File: config.mk
export PLATFORM = sky130hd
export DESIGN_NAME = istfl_ctrl
export DESIGN_NICKNAME = d
export VERILOG_FILES = /design/src/rtl/core/istfl_pkg.sv /design/src/rtl/core/istfl_ctrl.sv
export SDC_FILE = /design/constraint.sdc
export NUM_CORES = 1
export LEC_CHECK = 0
export BUFFER_PORTS_ARGS = -buffer_cell sky130_fd_sc_hd__buf_2
export CORE_AREA = 2 2 39 41
export DETAILED_ROUTE_END_ITERATION = 6
export DIE_AREA = 0 0 41 43
export GPL_TIMING_DRIVEN = 0
export HOLD_SLACK_MARGIN = 0.02
export PLACE_DENSITY = 0.64
export SETUP_SLACK_MARGIN = 0.1
export SLEW_MARGIN = 15
export SYNTH_ARGS = -nofsm -noshare
export SYNTH_HDL_FRONTEND = slang
export SYNTH_SLANG_ARGS = --single-unit
export TNS_END_PERCENT = 30
File: constraint.sdc
create_clock -name clock -period 1.64 [get_ports clock]
set_clock_uncertainty 0.2 [all_clocks]
set_input_delay 0.164 -clock clock [delete_from_list [all_inputs] [get_ports clock]]
set_output_delay 0.164 -clock clock [all_outputs]
set_load 0.005 [all_outputs]
File: src/rtl/core/istfl_pkg.sv
`default_nettype none
package istfl_pkg;

   typedef enum logic [2:0] {
      OP_ALLOC   = 3'd0,
      OP_RELEASE = 3'd1,
      OP_INSERT  = 3'd2,
      OP_REMOVE  = 3'd3,
      OP_LOOKUP  = 3'd4
   } op_type;

   typedef enum logic [1:0] {
      ST_DONE      = 2'd0,
      ST_NO_FREE   = 2'd1,
      ST_NOT_FOUND = 2'd2
   } status_type;

   typedef struct packed {
      logic [2:0]  op;
      logic [7:0]  slot;
      logic [30:0] ident;
   } req_type;

   typedef struct packed {
      logic [1:0] status;
      logic [7:0] slot_out;
      logic [8:0] in_use;
   } rsp_type;

   typedef enum logic [3:0] {
      S_INIT,
      S_IDLE,
      S_DISPATCH,
      S_ALLOC_RD,
      S_INS_WR,
      S_RM_IDENT,
      S_RM_HEAD,
      S_RM_WALK,
      S_LK_HEAD,
      S_LK_WALK,
      S_FINISH
   } state_type;

   typedef struct packed {
      logic init_step;
      logic load_req;
      logic do_alloc_rd;
      logic do_alloc;
      logic do_release;
      logic do_insert;
      logic rd_ident;
      logic rd_head;
      logic rm_step;
      logic lk_fetch;
      logic lk_step;
      logic finish;
   } cmd_type;

   typedef struct packed {
      logic       init_done;
      logic       slot_ok;
      logic       free_empty;
      logic       walk_end;
      logic       hit;
      logic [2:0] op;
   } sts_type;

endpackage
`default_nettype wire

File: src/rtl/core/istfl_ctrl.sv
`default_nettype none
module istfl_ctrl (
   input  wire logic             clock,
   input  wire logic             reset,
   input  wire logic             start,
   output logic                  busy,
   input  wire istfl_pkg::sts_type sts,
   output istfl_pkg::cmd_type    cmd
);
   import istfl_pkg::*;

   state_type state_ff, state_in;

   always_ff @(posedge clock) begin
      if (reset) state_ff <= S_INIT;
      else       state_ff <= state_in;
   end

   always_comb begin
      state_in = state_ff;
      cmd      = '0;
      busy     = 1'b1;
      unique case (state_ff)
         S_INIT: begin
            cmd.init_step = 1'b1;
            if (sts.init_done) state_in = S_IDLE;
         end
         S_IDLE: begin
            busy = 1'b0;
            if (start) begin
               cmd.load_req = 1'b1;
               state_in = S_DISPATCH;
            end
         end
         S_DISPATCH: begin
            state_in = S_FINISH;
            case (sts.op)
               OP_ALLOC: begin
                  if (!sts.free_empty) begin
                     cmd.do_alloc_rd = 1'b1;
                     state_in = S_ALLOC_RD;
                  end
               end
               OP_RELEASE: cmd.do_release = sts.slot_ok;
               OP_INSERT: begin
                  if (sts.slot_ok) begin
                     cmd.rd_head = 1'b1;
                     state_in = S_INS_WR;
                  end
               end
               OP_REMOVE: begin
                  if (sts.slot_ok) begin
                     cmd.rd_ident = 1'b1;
                     state_in = S_RM_IDENT;
                  end
               end
               OP_LOOKUP: begin
                  cmd.rd_head = 1'b1;
                  state_in = S_LK_HEAD;
               end
               default: state_in = S_FINISH;
            endcase
         end
         S_ALLOC_RD: begin
            cmd.do_alloc = 1'b1;
            state_in = S_FINISH;
         end
         S_INS_WR: begin
            cmd.do_insert = 1'b1;
            state_in = S_FINISH;
         end
         S_RM_IDENT: begin
            cmd.rd_head = 1'b1;
            state_in = S_RM_HEAD;
         end
         S_RM_HEAD: state_in = S_RM_WALK;
         S_RM_WALK: begin
            cmd.rm_step = 1'b1;
            if (sts.walk_end || sts.hit) state_in = S_FINISH;
         end
         S_LK_HEAD: begin
            cmd.lk_fetch = 1'b1;
            state_in = S_LK_WALK;
         end
         S_LK_WALK: begin
            cmd.lk_step = 1'b1;
            if (sts.walk_end || sts.hit) state_in = S_FINISH;
            else state_in = S_LK_HEAD;
         end
         S_FINISH: begin
            cmd.finish = 1'b1;
            state_in = S_IDLE;
         end
         default: state_in = S_INIT;
      endcase
   end
endmodule
`default_nettype wire

==> implementation parameters <==
Parameter                              Value

STA
  Number of setup violations in the final report ... 5
  Worst rel slew slack ... 70.7%
  Minimum clock period after layout ... 1.89 ns
  Number of hold violations in the final report ... 0
  Setup total negative slack ... -0.500 ns
  Maximum operating frequency ... 0.529 GHz
  Tightest Pin Transition ... 0.435 ns
  Share of the cycle needed by the critical path after routing ... 115%
  Setup ws final ... -0.249 ns
  Number of slew-limit violations in the final report ... 0
  Setup repair after global routing missed its margin ... yes

Clock tree
  Clock tree sinks ... 4
  Clock-pin slew reported for the worst setup and hold paths after clock tree synthesis ... 0.04 ns
  Number of buffers added by the clock tree synthesis step ... 3
  Source-to-sink clock delay at the later pin of the worst-skew pair ... 0.24 ns
  Maximum level of the CTS H-tree ... 1
  Root buffer selected by CTS ... clkbuf_4
  Maximum buffer depth of the clock tree ... 2
  CTS tree ... yes

Run status
  Violations in the final reports ... negative setup slack
  Outcome ... finished, violations left

Hold path
  Endpoint with the worst hold slack ... state_ff[1]
  HP Start ... start
  Worst hold path depth ... 3
  Worst min path class ... in2reg

Worst setup path
  Capturing element type of the critical path ... primary output
  Worst reg2reg path endpoint ... state_ff[0]
  Flop-to-flop setup slack ... 0.02 ns
  Beginning of the worst register-to-register path ... state_ff[0]
  Path type of the worst setup path ... reg2out
  Data arrival time at the worst-slack endpoint ... 1.52 ns
  Worst Path Max Fanout ... 3
  Worst Reg-to-Reg Cells ... 6
  Data required time of the worst path ... 1.28 ns
  Critical Path Source Type ... flip-flop

Cells and area
  Number of inserted diodes ... 0
  Non-Filler Instances ... 111
  Max FFs per register ... 4
  Register bank with the most flops ... state_ff
  Total of fill cells in the finished design ... 142
  Fraction of layout cells with a size suffix above 1 ... 56.8%
  Most common cell after layout, fill and taps aside ... buf_2
  Layout-stage area growth over the synthesis result ... 57.2%
  Largest regs ... state_ff (4)
  Commonest cells after routing, fill and taps aside ... buf_2, nor3_1, nor2_1
  Core occupancy in the finished layout ... 51.4%
  Number of nets in the final layout ... 108

Power and ir drop
  Logic pwr share ... 68.6%
  Seq pwr share ... 18.7%
  P_sw ... 0.416 mW
  Reported leakage power ... 0.334 nW
  Power consumption ... 0.975 mW
  Internal Pwr Total ... 0.559 mW
  Fraction of power spent switching nets ... 42.7%
  Total power per unit cell area ... 1370 mW/mm2
  Worst VDD drop ... 0.000835 V
  Power share of the clock group ... 12.7%

GRT
  First-pass GRT wire length ... 2210 um
  Via count of the first global-routing pass ... 544
  Pin count of the biggest net entering global routing ... 11
  All-layer global routing usage ... 18.9%
  Initial antenna violation count ... 0
  Grt ovf ... 0

Routing
  Drt total wl ... 1400 um
  Average wire per cell in the routed design ... 12.6 um
  Via density per instance ... 5.37
  Number of detailed-route iterations in the first pass ... 4
  DRC marker count from the first detailed-route iteration ... 5
  Remaining antenna violation count ... 0
  DRC Markers ... 0
  Via count of the routed design ... 596

Floorplan
  Die area ... 0.00176 mm2
  Core Area ... 0.00138 mm2
  Die Span Y ... 43 um
  Chip Width ... 41 um
  Standard-cell rows ... 14
  Number of primary I/O pins ... 24
  Initial core utilization ... 32.7%

Synth
  Netlist cell types ... 33
  Top cells by area, synth ... dfxtp_1, nor3_1, nor2_1, a21oi_1, nand2_1
  Number of synthesized register bits ... 4
  Fraction of synthesis flops using an asynchronous set or reset pin ... 0%
  Synthesized area per cell ... 7.08 um2
  Area leader, netlist ... dfxtp_1
  Share of the yosys chip area belonging to registers ... 17.7%
  Top cell type's share of synthesized area ... 17.7%
  Count of flip-flops with a built-in enable after synthesis ... 0
  Syn_nets ... 75
  Main flop type after synthesis ... dfxtp_1
  Post-synthesis cell area ... 453 um2
  Gate count after technology mapping ... 64
  Ys Warns ... 0

Placement
  Weighted congestion at the end of routability-driven global placement ... 0.789
  Number of placed cells counting well taps ... 103
  Estimated wirelength of the detail-placed design ... 958 um
  Number of I/O port buffers ... 23

Flow run
  Number of max-cap violations ... 0
==> synth_stat cells (2+ instances only) <==
| master | instances |
|---|---|
| nand2b_1 | 2 |
| nor2b_1 | 2 |
| nor4_1 | 2 |
| dfxtp_1 | 4 |
| buf_2 | 2 |
| a21oi_1 | 4 |
| nor2_1 | 10 |
| nor3_1 | 9 |
| nand2_1 | 5 |
==> stage by stage <==
| stage | hold slack, ns | worst slack, ns | cell area, um2 |
|---|---|---|---|
| CTS | 0.0614 | -0.262 | 677 |
| finish | 0.0674 | -0.249 | 712 |
| global placement | 0.227 | -0.0343 | 592 |
| detailed placement | 0.232 | -0.0489 | 592 |
| global route | 0.0766 | -0.324 | 712 |
| floorplan | 0.0781 | 0.105 | 457 |
==> cells by family after synthesis <==
kind of cell,share of synthesized area (%)
compound gates,18.8
flops,17.7
xor+xnor,1.93
simple gates,54.4
buf+inv,7.18
==> per-layer routing <==
layer,wire length (um),global-route usage (%),vias to the layer above
met2,657,25.6,20
met1,608,23.4,272
met4,35,12.0,0
li1,-,-,299
met3,96,7.85,5
met5,0,0,-
==> power groups by stage <==
stage	clock, mW	combinational (mW)	sequential [mW]
2_1_floorplan	0	0.405	0.161
3_3_place_gp	0	0.537	0.170
5_1_grt	0.139	0.734	0.189
6_report	0.124	0.669	0.182
4_1_cts	0.132	0.602	0.176
3_5_place_dp	0	0.542	0.168
==> layout make-up <==
class / instances / area, um2 / share of cell area (%)
Tap cell: 16 / 20.0 / 2.81
Sequential cell: 4 / 85.1 / 12.0
Inverter: 1 / 3.75 / 0.527
Multi-Input combinational cell: 55 / 380 / 53.4
Buffer: 4 / 45.0 / 6.33
Clock buffer: 3 / 22.5 / 3.16
Timing Repair Buffer: 28 / 155 / 21.8
==> critical path, cell delays in order, from the launching register on <==
cell and delay [ns]:
dfxtp_2 0.31, buf_6 0.11, nand2b_4 0.15, or4_4 0.48
a21oi_2 0.12, buf_2 0.12
==> repair_timing <==
item                                   4_1_cts  5_1_grt
hold buffers                                 1        0
gates cloned                                 0        0
resized for setup                           14        5
buffers inserted                             2        2
pin swaps                                    2        4
endpoints found under the hold margin        1        0
setup endpoints to repair                   14       16
==> worst max-delay path by stage <==
stage	to	startpoint
finish	cmd[4]	state_ff[0]
global route	cmd[7]	state_ff[0]
CTS	cmd[4]	state_ff[0]
detailed placement	cmd[4]	state_ff[2]
global placement	cmd[4]	state_ff[2]
floorplan	cmd[4]	state_ff[0]
(Power assumes the default switching activity.)
